## src/rtl/mpfm_pkg.sv

```systemverilog
// Package for the multi-period frequency meter: field widths, register map,
// reset values, item codes and the structs passed between the meter modules.
// No dependencies.
`timescale 1ns / 1ps

package mpfm_pkg;

  // Field and counter widths.
  localparam int TICK_BITS = 24;
  localparam int PCNT_W    = 8;
  localparam int TOUT_W    = 24;
  localparam int HZ_W      = 27;
  localparam int FREQ_W    = 27;

  // Numerator of the division is clock_hz times a period count of up to 256.
  localparam int NUM_W  = HZ_W + PCNT_W + 1;
  localparam int STEP_W = $clog2(NUM_W);

  localparam logic [TICK_BITS-1:0] TICK_MAX = {TICK_BITS{1'b1}};
  localparam logic [FREQ_W-1:0]    FREQ_MAX = {FREQ_W{1'b1}};

  // Configuration port.
  localparam int APB_ADDR_W = 4;
  localparam int APB_DATA_W = 32;

  localparam logic [1:0] REG_PERIOD_COUNT  = 2'd0;
  localparam logic [1:0] REG_TIMEOUT_TICKS = 2'd1;
  localparam logic [1:0] REG_CLOCK_HZ      = 2'd2;

  localparam logic [PCNT_W-1:0] PCNT_RESET = PCNT_W'(60);
  localparam logic [TOUT_W-1:0] TOUT_RESET = TOUT_W'(24'hFFFFFF);
  localparam logic [HZ_W-1:0]   HZ_RESET   = HZ_W'(32000000);

  // Input word opcodes.
  localparam logic OP_TICK  = 1'b0;
  localparam logic OP_START = 1'b1;

  typedef struct packed {
    logic [PCNT_W-1:0] period_count;
    logic [TOUT_W-1:0] timeout_ticks;
    logic [HZ_W-1:0]   clock_hz;
  } cfg_t;

  typedef struct packed {
    logic busy;
    logic done;
  } div_stat_t;

  typedef struct packed {
    logic [TICK_BITS-1:0] period_ticks;
    logic [FREQ_W-1:0]    frequency_hz;
  } div_res_t;

endpackage

```

## src/rtl/mpfm_in_if.sv

```systemverilog
// Input channel of the frequency meter: one word is a tick or a start.
// No dependencies.
`timescale 1ns / 1ps

interface mpfm_in_if;
  logic valid;
  logic ready;
  logic opcode;
  logic pin_level;

  modport source (output valid, output opcode, output pin_level, input ready);
  modport sink (input valid, input opcode, input pin_level, output ready);
endinterface

```

## src/rtl/mpfm_out_if.sv

```systemverilog
// Result channel of the frequency meter: tick count, frequency and timeout flag.
// Depends on mpfm_pkg.
`timescale 1ns / 1ps

interface mpfm_out_if;
  logic                             valid;
  logic                             ready;
  logic [mpfm_pkg::TICK_BITS-1:0]   period_ticks;
  logic [mpfm_pkg::FREQ_W-1:0]      frequency_hz;
  logic                             timed_out;

  modport source (output valid, output period_ticks, output frequency_hz,
                  output timed_out, input ready);
  modport sink (input valid, input period_ticks, input frequency_hz,
                input timed_out, output ready);
endinterface

```

## src/rtl/mpfm_cfg.sv

```systemverilog
// APB-style configuration registers of the frequency meter.
// Depends on mpfm_pkg.
`timescale 1ns / 1ps

module mpfm_cfg (
  input  logic                            clk_i,
  input  logic                            rst_ni,
  input  logic                            psel,
  input  logic                            penable,
  input  logic                            pwrite,
  input  logic [mpfm_pkg::APB_ADDR_W-1:0] paddr,
  input  logic [mpfm_pkg::APB_DATA_W-1:0] pwdata,
  output logic [mpfm_pkg::APB_DATA_W-1:0] prdata,
  output logic                            pready,
  output mpfm_pkg::cfg_t                  cfg_o
);

  mpfm_pkg::cfg_t cfg_q;
  logic           wr_en;
  logic [1:0]     reg_idx;

  assign pready  = 1'b1;
  assign wr_en   = psel && penable && pwrite;
  assign reg_idx = paddr[3:2];
  assign cfg_o   = cfg_q;

  always_ff @(posedge clk_i or negedge rst_ni) begin
    if (!rst_ni) begin
      cfg_q.period_count  <= mpfm_pkg::PCNT_RESET;
      cfg_q.timeout_ticks <= mpfm_pkg::TOUT_RESET;
      cfg_q.clock_hz      <= mpfm_pkg::HZ_RESET;
    end else if (wr_en) begin
      case (reg_idx)
        mpfm_pkg::REG_PERIOD_COUNT: begin
          cfg_q.period_count <= pwdata[mpfm_pkg::PCNT_W-1:0];
        end
        mpfm_pkg::REG_TIMEOUT_TICKS: begin
          cfg_q.timeout_ticks <= pwdata[mpfm_pkg::TOUT_W-1:0];
        end
        mpfm_pkg::REG_CLOCK_HZ: begin
          cfg_q.clock_hz <= pwdata[mpfm_pkg::HZ_W-1:0];
        end
        default: begin
        end
      endcase
    end
  end

  always_comb begin
    case (reg_idx)
      mpfm_pkg::REG_PERIOD_COUNT: begin
        prdata = mpfm_pkg::APB_DATA_W'(cfg_q.period_count);
      end
      mpfm_pkg::REG_TIMEOUT_TICKS: begin
        prdata = mpfm_pkg::APB_DATA_W'(cfg_q.timeout_ticks);
      end
      mpfm_pkg::REG_CLOCK_HZ: begin
        prdata = mpfm_pkg::APB_DATA_W'(cfg_q.clock_hz);
      end
      default: begin
        prdata = '0;
      end
    endcase
  end

endmodule

```

## src/rtl/mpfm_div.sv

```systemverilog
// Bit-serial restoring divider: clock_hz times the period count over the tick
// count, one quotient bit per cycle, saturated to the frequency width.
// Depends on mpfm_pkg.
`timescale 1ns / 1ps

module mpfm_div (
  input  logic                                clk_i,
  input  logic                                rst_ni,
  input  logic                                start_i,
  input  logic [mpfm_pkg::HZ_W-1:0]           clock_hz_i,
  input  logic [mpfm_pkg::PCNT_W-1:0]         periods_i,
  input  logic [mpfm_pkg::TICK_BITS-1:0]      den_i,
  input  logic                                ack_i,
  output mpfm_pkg::div_stat_t                 stat_o,
  output mpfm_pkg::div_res_t                  res_o
);

  typedef enum logic [1:0] {
    DIV_IDLE,
    DIV_RUN,
    DIV_DONE
  } div_state_e;

  div_state_e                          state_q;
  logic [mpfm_pkg::STEP_W-1:0]         cnt_q;
  logic [mpfm_pkg::TICK_BITS-1:0]      den_q;
  logic [mpfm_pkg::TICK_BITS-1:0]      rem_q;
  logic [mpfm_pkg::NUM_W-1:0]          quo_q;

  logic [mpfm_pkg::PCNT_W:0]           n_periods;
  logic [mpfm_pkg::NUM_W-1:0]          num;
  logic [mpfm_pkg::TICK_BITS:0]        shifted;
  logic [mpfm_pkg::TICK_BITS+1:0]      diff;
  logic                                ge;

  // A period count of zero wraps, so 256 periods are timed.
  assign n_periods = {(periods_i == '0), periods_i};
  assign num       = mpfm_pkg::NUM_W'(clock_hz_i * n_periods);

  // The numerator shifts out of the top of quo_q while quotient bits shift in.
  assign shifted = {rem_q, quo_q[mpfm_pkg::NUM_W-1]};
  assign diff    = {1'b0, shifted} - {2'b00, den_q};
  assign ge      = !diff[mpfm_pkg::TICK_BITS+1];

  always_ff @(posedge clk_i or negedge rst_ni) begin
    if (!rst_ni) begin
      state_q <= DIV_IDLE;
      cnt_q   <= '0;
      den_q   <= '0;
      rem_q   <= '0;
      quo_q   <= '0;
    end else begin
      case (state_q)
        DIV_IDLE: begin
          if (start_i) begin
            state_q <= DIV_RUN;
            cnt_q   <= mpfm_pkg::STEP_W'(mpfm_pkg::NUM_W - 1);
            den_q   <= den_i;
            rem_q   <= '0;
            quo_q   <= num;
          end
        end
        DIV_RUN: begin
          rem_q <= ge ? diff[mpfm_pkg::TICK_BITS-1:0] : shifted[mpfm_pkg::TICK_BITS-1:0];
          quo_q <= {quo_q[mpfm_pkg::NUM_W-2:0], ge};
          if (cnt_q == '0) begin
            state_q <= DIV_DONE;
          end else begin
            cnt_q <= cnt_q - 1'b1;
          end
        end
        DIV_DONE: begin
          if (ack_i) begin
            state_q <= DIV_IDLE;
          end
        end
        default: begin
          state_q <= DIV_IDLE;
        end
      endcase
    end
  end

  assign stat_o.busy = (state_q == DIV_RUN);
  assign stat_o.done = (state_q == DIV_DONE);

  assign res_o.period_ticks = den_q;
  assign res_o.frequency_hz =
      (|quo_q[mpfm_pkg::NUM_W-1:mpfm_pkg::FREQ_W]) ? mpfm_pkg::FREQ_MAX
                                                   : quo_q[mpfm_pkg::FREQ_W-1:0];

endmodule

```

## src/rtl/multi_period_frequency_meter_unit.sv

```systemverilog
// Multi-period reciprocal frequency meter: start and tick words go in, one result word per
// finished or timed-out measurement comes out. Start and tick words are taken one per cycle
// while no result is pending. The word that completes the last period starts a bit-serial
// divide; no word is taken until its result is in the output register. A timeout result
// goes via the pending timeout flag to the output register. Reset (rst_ni low, asynchronous)
// restores the register defaults, idles the meter and empties the output register.
`timescale 1ns / 1ps

module multi_period_frequency_meter_unit (
  input  logic                            clk_i,
  input  logic                            rst_ni,
  input  logic                            psel,
  input  logic                            penable,
  input  logic                            pwrite,
  input  logic [mpfm_pkg::APB_ADDR_W-1:0] paddr,
  input  logic [mpfm_pkg::APB_DATA_W-1:0] pwdata,
  output logic [mpfm_pkg::APB_DATA_W-1:0] prdata,
  output logic                            pready,
  mpfm_in_if.sink                         in_i,
  mpfm_out_if.source                      res_o
);

  // Measurement phases. The two counting phases alternate once per input period.
  typedef enum logic [2:0] {
    PH_IDLE,
    PH_WAIT_LOW,
    PH_WAIT_HIGH,
    PH_CNT_LOW,
    PH_CNT_HIGH
  } phase_e;

  mpfm_pkg::cfg_t      cfg;
  mpfm_pkg::div_stat_t div_st;
  mpfm_pkg::div_res_t  div_res;

  phase_e                          phase_q, phase_d;
  logic [mpfm_pkg::TICK_BITS-1:0]  ticks_q, ticks_d;
  logic [mpfm_pkg::PCNT_W-1:0]     periods_q, periods_d;
  logic                            tout_pend_q, tout_set;
  logic                            out_valid_q;
  logic [mpfm_pkg::TICK_BITS-1:0]  out_ticks_q;
  logic [mpfm_pkg::FREQ_W-1:0]     out_freq_q;
  logic                            out_tout_q;

  logic                            accept;
  logic                            div_start;
  logic [mpfm_pkg::TICK_BITS-1:0]  ticks_inc;
  logic [mpfm_pkg::PCNT_W-1:0]     periods_inc;
  logic                            lim_hit;
  logic                            out_free;
  logic                            take_div;
  logic                            take_tout;

  mpfm_cfg u_cfg (
    .clk_i   (clk_i),
    .rst_ni  (rst_ni),
    .psel    (psel),
    .penable (penable),
    .pwrite  (pwrite),
    .paddr   (paddr),
    .pwdata  (pwdata),
    .prdata  (prdata),
    .pready  (pready),
    .cfg_o   (cfg)
  );

  mpfm_div u_div (
    .clk_i      (clk_i),
    .rst_ni     (rst_ni),
    .start_i    (div_start),
    .clock_hz_i (cfg.clock_hz),
    .periods_i  (cfg.period_count),
    .den_i      (ticks_inc),
    .ack_i      (take_div),
    .stat_o     (div_st),
    .res_o      (div_res)
  );

  // Words are taken whenever no result is being produced. A finished word may still sit in
  // the output register; new results wait in the divider or in the timeout flag until it drains.
  assign in_i.ready = !div_st.busy && !div_st.done && !tout_pend_q;
  assign accept     = in_i.valid && in_i.ready;

  // The phase tick counter saturates at its maximum instead of wrapping.
  assign ticks_inc   = (ticks_q == mpfm_pkg::TICK_MAX) ? ticks_q : ticks_q + 1'b1;
  assign periods_inc = periods_q + 1'b1;
  assign lim_hit     = (ticks_inc >= cfg.timeout_ticks);

  // Next measurement state for one accepted word. Any result returns the meter to idle.
  always_comb begin
    phase_d   = phase_q;
    ticks_d   = ticks_q;
    periods_d = periods_q;
    tout_set  = 1'b0;
    div_start = 1'b0;
    if (accept) begin
      if (in_i.opcode == mpfm_pkg::OP_START) begin
        phase_d   = PH_WAIT_LOW;
        ticks_d   = '0;
        periods_d = '0;
      end else begin
        case (phase_q)
          PH_WAIT_LOW: begin
            if (!in_i.pin_level) begin
              phase_d = PH_WAIT_HIGH;
              ticks_d = '0;
            end else begin
              ticks_d  = ticks_inc;
              tout_set = lim_hit;
            end
          end
          PH_WAIT_HIGH: begin
            if (in_i.pin_level) begin
              phase_d   = PH_CNT_LOW;
              ticks_d   = '0;
              periods_d = '0;
            end else begin
              ticks_d  = ticks_inc;
              tout_set = lim_hit;
            end
          end
          PH_CNT_LOW: begin
            ticks_d = ticks_inc;
            if (!in_i.pin_level) begin
              phase_d = PH_CNT_HIGH;
            end else begin
              tout_set = lim_hit;
            end
          end
          PH_CNT_HIGH: begin
            ticks_d = ticks_inc;
            if (in_i.pin_level) begin
              periods_d = periods_inc;
              // Completing the last period wins over a timeout on the same tick.
              if (periods_inc == cfg.period_count) begin
                div_start = 1'b1;
              end else begin
                phase_d  = PH_CNT_LOW;
                tout_set = lim_hit;
              end
            end else begin
              tout_set = lim_hit;
            end
          end
          default: begin
            phase_d = PH_IDLE;
          end
        endcase
        if (tout_set || div_start) begin
          phase_d   = PH_IDLE;
          ticks_d   = '0;
          periods_d = '0;
        end
      end
    end
  end

  // Only one result source can be pending at a time.
  assign out_free  = !out_valid_q || res_o.ready;
  assign take_div  = div_st.done && out_free;
  assign take_tout = tout_pend_q && out_free;

  always_ff @(posedge clk_i or negedge rst_ni) begin
    if (!rst_ni) begin
      phase_q     <= PH_IDLE;
      ticks_q     <= '0;
      periods_q   <= '0;
      tout_pend_q <= 1'b0;
      out_valid_q <= 1'b0;
      out_ticks_q <= '0;
      out_freq_q  <= '0;
      out_tout_q  <= 1'b0;
    end else begin
      phase_q   <= phase_d;
      ticks_q   <= ticks_d;
      periods_q <= periods_d;
      if (tout_set) begin
        tout_pend_q <= 1'b1;
      end else if (take_tout) begin
        tout_pend_q <= 1'b0;
      end
      if (take_div) begin
        out_valid_q <= 1'b1;
        out_ticks_q <= div_res.period_ticks;
        out_freq_q  <= div_res.frequency_hz;
        out_tout_q  <= 1'b0;
      end else if (take_tout) begin
        out_valid_q <= 1'b1;
        out_ticks_q <= '0;
        out_freq_q  <= '0;
        out_tout_q  <= 1'b1;
      end else if (res_o.ready) begin
        out_valid_q <= 1'b0;
      end
    end
  end

  assign res_o.valid        = out_valid_q;
  assign res_o.period_ticks = out_ticks_q;
  assign res_o.frequency_hz = out_freq_q;
  assign res_o.timed_out    = out_tout_q;

  // The meter has already gone idle whenever the divider is running.
  a_idle_while_dividing : assert property (
    @(posedge clk_i) disable iff (!rst_ni) div_st.busy |-> phase_q == PH_IDLE
  ) else $error("meter left idle while the divider runs");

  // A timeout result and a division result never wait at the same time.
  a_single_pending : assert property (
    @(posedge clk_i) disable iff (!rst_ni) !(div_st.done && tout_pend_q)
  ) else $error("two results pending at once");

  // The idle phase always carries cleared counters.
  a_idle_clear : assert property (
    @(posedge clk_i) disable iff (!rst_ni)
    phase_q == PH_IDLE |-> (ticks_q == '0 && periods_q == '0)
  ) else $error("idle phase with stale counters");

  // A timed-out result reports zeros.
  a_tout_zero : assert property (
    @(posedge clk_i) disable iff (!rst_ni)
    (res_o.valid && res_o.timed_out) |-> (res_o.period_ticks == '0 && res_o.frequency_hz == '0)
  ) else $error("timed-out result with nonzero fields");

  // A division launches only after a tick word was taken in a counting phase.
  a_div_launch : assert property (
    @(posedge clk_i) disable iff (!rst_ni)
    $rose(div_st.busy) |-> $past(accept) && $past(phase_q) == PH_CNT_HIGH
  ) else $error("divider started without a completing tick");

endmodule
```

## src/flat_wrapper.sv

```systemverilog
// flat-port wrapper written by rule: the top's interface ports become plain ports
module multi_period_frequency_meter_unit_flat 
  (clk_i, rst_ni, psel, penable, pwrite, paddr, pwdata, prdata, pready, in_i_valid, in_i_opcode, in_i_pin_level, in_i_ready, res_o_valid, res_o_period_ticks, res_o_frequency_hz, res_o_timed_out, res_o_ready);
  mpfm_in_if in_i_i ();
  mpfm_out_if res_o_i ();
  input  logic clk_i;
  input  logic rst_ni;
  input  logic psel;
  input  logic penable;
  input  logic pwrite;
  input  logic [mpfm_pkg::APB_ADDR_W-1:0] paddr;
  input  logic [mpfm_pkg::APB_DATA_W-1:0] pwdata;
  output logic [mpfm_pkg::APB_DATA_W-1:0] prdata;
  output logic pready;
  input wire logic [$bits(in_i_i.valid)-1:0] in_i_valid;
  input wire logic [$bits(in_i_i.opcode)-1:0] in_i_opcode;
  input wire logic [$bits(in_i_i.pin_level)-1:0] in_i_pin_level;
  output wire logic [$bits(in_i_i.ready)-1:0] in_i_ready;
  output wire logic [$bits(res_o_i.valid)-1:0] res_o_valid;
  output wire logic [$bits(res_o_i.period_ticks)-1:0] res_o_period_ticks;
  output wire logic [$bits(res_o_i.frequency_hz)-1:0] res_o_frequency_hz;
  output wire logic [$bits(res_o_i.timed_out)-1:0] res_o_timed_out;
  input wire logic [$bits(res_o_i.ready)-1:0] res_o_ready;
  assign in_i_i.valid = in_i_valid;
  assign in_i_i.opcode = in_i_opcode;
  assign in_i_i.pin_level = in_i_pin_level;
  assign in_i_ready = in_i_i.ready;
  assign res_o_valid = res_o_i.valid;
  assign res_o_period_ticks = res_o_i.period_ticks;
  assign res_o_frequency_hz = res_o_i.frequency_hz;
  assign res_o_timed_out = res_o_i.timed_out;
  assign res_o_i.ready = res_o_ready;
  multi_period_frequency_meter_unit u_core (.clk_i(clk_i), .rst_ni(rst_ni), .psel(psel), .penable(penable), .pwrite(pwrite), .paddr(paddr), .pwdata(pwdata), .prdata(prdata), .pready(pready), .in_i(in_i_i), .res_o(res_o_i));
endmodule
```

## config.mk

```make
export PLATFORM = sky130hd
export DESIGN_NAME = multi_period_frequency_meter_unit_flat
export DESIGN_NICKNAME = d
export VERILOG_FILES = /design/src/rtl/mpfm_pkg.sv /design/src/rtl/mpfm_in_if.sv /design/src/rtl/mpfm_out_if.sv /design/src/rtl/mpfm_cfg.sv /design/src/rtl/mpfm_div.sv /design/src/rtl/multi_period_frequency_meter_unit.sv /design/src/flat_wrapper.sv
export SDC_FILE = /design/constraint.sdc
export NUM_CORES = 1
export LEC_CHECK = 0
export BUFFER_PORTS_ARGS = -buffer_cell sky130_fd_sc_hd__buf_4
export CORE_MARGIN = 2
export CORE_UTILIZATION = 40
export CTS_BUF_LIST = sky130_fd_sc_hd__clkbuf_8 sky130_fd_sc_hd__clkbuf_16
export DETAILED_ROUTE_END_ITERATION = 16
export PLACE_DENSITY = 0.65
export SLEW_MARGIN = 20
export SYNTH_ARGS = -nofsm -noshare
export SYNTH_HDL_FRONTEND = slang
export SYNTH_SLANG_ARGS = --single-unit
```

## constraint.sdc

```tcl
create_clock -name clk_i -period 8.2 [get_ports clk_i]
set_input_delay 0.41 -clock clk_i [delete_from_list [all_inputs] [get_ports clk_i]]
set_output_delay 0.41 -clock clk_i [all_outputs]
set_load 0.05 [all_outputs]
```

==> results.yml <==
sta:
  timing.slew.headroom_pct: 31.2
  hold_viol_final: 0
  worst_pin_slew_ns: 1.03
  timing.final.max_slew_violations: 0
  rsz0062_at_grt: "false"
  max_freq_ghz: 0.156
  setup_viol: 0
  fin_skew_ns: 0.0107
  period_minus_slack_ns: 6.42
  final.setup.tns_ns: 0
  fin_crit_sh_pct: 78.2
synth:
  synth_flop_cell: "dfrtp_1"
  ys_seq_area_share_pct: 29.3
  async_flop_share_pct: 100
  yosysTopAreaCell: "dfrtp_1"
  yosys.cell_count.top_type: "inv_1"
  syn_area_um2: 20600
  netlist_instances: 2318
  yosysWarnings: 0
  yosys-top-cells-count: "325 x inv_1, 320 x nand2_1, 205 x dfrtp_1"
  synth_top_area_share_pct: 24.9
  synthTopCellsByArea: "dfrtp_1 25%, fa_1 17%, ha_1 6.7%"
  synth_area_per_cell_um2: 8.90
  synth_edf_count: 0
  ys_ff_latch: 240
  synthDistinctLibCells: 74
cts:
  clockBufferDepth: 3
  cts-root-buf: "clkbuf_16"
  tritoncts: "yes"
  worst_skew_pair.late_latency_ns: 0.58
  htree_levels: 1
  cts_resized: 0
  post_cts_buffers: 0
  cts_sinks: 240
  cts_inserted_buffers: 29
  clk_pin_slew_ns: 0.06
grt:
  grt_pass1_wl_um: 87600
  grtUsageTotal_pct: 20.2
  grt_remaining_overflow: 0
  grt_pass1_vias: 16539
  antenna_found_initial: 1
  grt_max_degree: 92
die:
  core_area_um2: 51200
  ios: 132
  initial_utilization_pct: 40.3
  die_area_um2: 53400
  die_x_um: 231
  die_height_um: 231
  rows: 83
detailed_routing:
  drtAntennaViolNets: 0
  drc: 0
  wl_per_cell_um: 17.5
  wl_um: 53600
  dr.pass1.iters: 5
  via_per_inst: 5.31
  drtIter0Drc: 998
  vias: 16268
pwr:
  total_leakage_power_uw: 0.0113
  switching_share_pct: 47.8
  pwr-share-seq_pct: 17.9
  max-vdd-ir-drop_v: 0.000404
  p_total_uw: 8380
  netSwitchingPower_uw: 4000
  combPwrFrac_pct: 65.7
  internal-power_uw: 4380
  p_clk_share_pct: 16.4
  powerDensity_nw_per_um2: 363
final_layout:
  layout-drive-gt1-share_pct: 11.8
  num-fill-cells: 4882
  area_delta_synth_final_pct: 12.0
  fin_nets: 2694
worst_setup_path:
  worstPathArrival_ns: 6.85
  start_kind: "register"
  crit_path_end_kind: "register"
  cp_max_fo: 34
  required_ns: 8.63
  crit_chain: "or4_1 > nor2_1 > buf_4 > and2_1 > fa_1 > inv_1 > fa_1 > fa_1 > fa_1 > inv_1 > ha_1 > a21o_1 > a21oi_1 > o21ai_0 > a221oi_1 > and3_1 > o211ai_1 > a31oi_1 > xnor2_1 > o221ai_1"
  cpPeakStageDelay_ns: 1.02
  path_class: "reg2reg"
  cp_common_cell: "fa_1"
  reg2reg_slack_ns: 1.78
  crit_slowest_cell: "dfstp_2"
job:
  cap_violations: 0
place:
  numPortBuffers: 118
  gp_congestion: 0.851
  place_hpwl_um: 40800
hold_path:
  worstHoldPathType: "in2reg"
run_status:
  outcome: "completed"
[final cells by class]
| class | instances | area [um^2] | area share [%] |
|---|---|---|---|
| diodes | 1 | 2.50 | 0.0108 |
| clock buffers | 35 | 808 | 3.50 |
| clock inverters | 18 | 216 | 0.937 |
| inverters | 325 | 1220 | 5.28 |
| multi-input cells | 1624 | 12900 | 55.8 |
| flip-flops and latches | 240 | 6050 | 26.2 |
| well taps | 680 | 851 | 3.68 |
| repair buffers | 141 | 1070 | 4.64 |
[per-stage QoR]
step	hold WS, ns	setup WS (ns)	std cells	cell area, um^2	utilization [%]
6_report	0.0504	1.78	3064	23100	45.1
5_1_grt	0.0419	1.44	3063	23100	45.1
3_5_place_dp	0.459	1.84	3009	22100	43.1
2_1_floorplan	0.114	2.39	2322	20700	-
3_3_place_gp	0.454	1.91	3009	22100	43.1
4_1_cts	0.0332	1.82	3063	23100	45.1
[worst max-delay path: cells and delay by family, from the launching register on]
| family | cells | cell delay [ns] |
|---|---|---|
| simple gates | 4 | 0.76 |
| fa+ha+maj | 5 | 2.43 |
| buf+inv | 3 | 0.31 |
| compound gates | 7 | 1.57 |
| flops | 1 | 1.02 |
| xor+xnor | 1 | 0.18 |
[metal layers]
| metal | wire (um) | part of all wire (%) | global-route usage, % |
|---|---|---|---|
| met2 | 24200 | 45 | 32.0 |
| met3 | 3210 | 6.0 | 3.76 |
| met5 | 14 | 0.026 | 0 |
| met4 | 1620 | 3.0 | 6.51 |
| met1 | 24500 | 46 | 28.0 |
[timing repair]
item                                    CTS  global route
endpoints found under the hold margin    85             0
endpoints found under the setup margin    0             0
hold buffers                              1             0
[placed cells by master (no fill, tap or decap), types with 19 or more instances in the layout]
cell type,count
inv_1,327
nand2_1,320
dfrtp_1,205
fa_1,177
and2_1,149
buf_4,138
ha_1,110
o21ai_0,102
a21oi_1,88
nor2_1,84
o21ai_1,63
a22o_1,55
xnor2_1,41
mux2i_1,40
mux2_2,38
xor2_1,36
dfstp_2,35
nand3_1,31
clkbuf_16,29
a21o_1,28
o31ai_1,21
and3_1,19
[cells by family after synthesis]
family	share of synthesized area, %
AOI/OAI and AO/OA	14.3
other	0.0364
adders and majority gates	23.9
buffers and inverters	8.58
muxes	4.12
DFF	29.3
xor gates and xnor gates	3.27
and+or+nand+nor	16.5
[power by group through the flow]
stage               clock, uW  sequential (uW)  combinational (uW)
global placement            0             1510                5440
detailed placement          0             1510                5510
CTS                      1400             1490                5560
finish                   1380             1500                5510
floorplan                   0             1370                4380
global route             1440             1520                6340
[final timing paths]
kind	start	end	depth (start not counted)
hold / removal	pwdata[10]	u_core.u_cfg.cfg_o[37]$_DFFE_PN1P_	3
max in group asynchronous	rst_ni	u_core.u_div.quo_q[31]$_DFFE_PN0P_	3
min in group asynchronous	rst_ni	u_core.res_o.period_ticks[17]$_DFFE_PN0P_	2
setup / recovery	u_core.u_cfg.cfg_o[53]$_DFFE_PN1P_	u_core.u_div.quo_q[35]$_DFFE_PN0P_	20
setup reg to reg	u_core.u_cfg.cfg_o[53]$_DFFE_PN1P_	u_core.u_div.quo_q[35]$_DFFE_PN0P_	20
hold reg to reg	u_core.res_o.frequency_hz[0]$_DFFE_PN0P_	u_core.res_o.frequency_hz[0]$_DFFE_PN0P_	2
[sequential cells by signal, indices dropped and copies added, names as in the netlist, 2 cells and up]
name                       cells
u_core.periods_q               8
u_core.phase_q                 3
u_core.res_o.frequency_hz     27
u_core.res_o.period_ticks     24
u_core.ticks_q                24
u_core.u_cfg.cfg_o            59
u_core.u_div.cnt_q             6
u_core.u_div.den_q            24
u_core.u_div.quo_q            36
u_core.u_div.rem_q            24
u_core.u_div.state_q           2
Power figures use the tool's default switching activity.
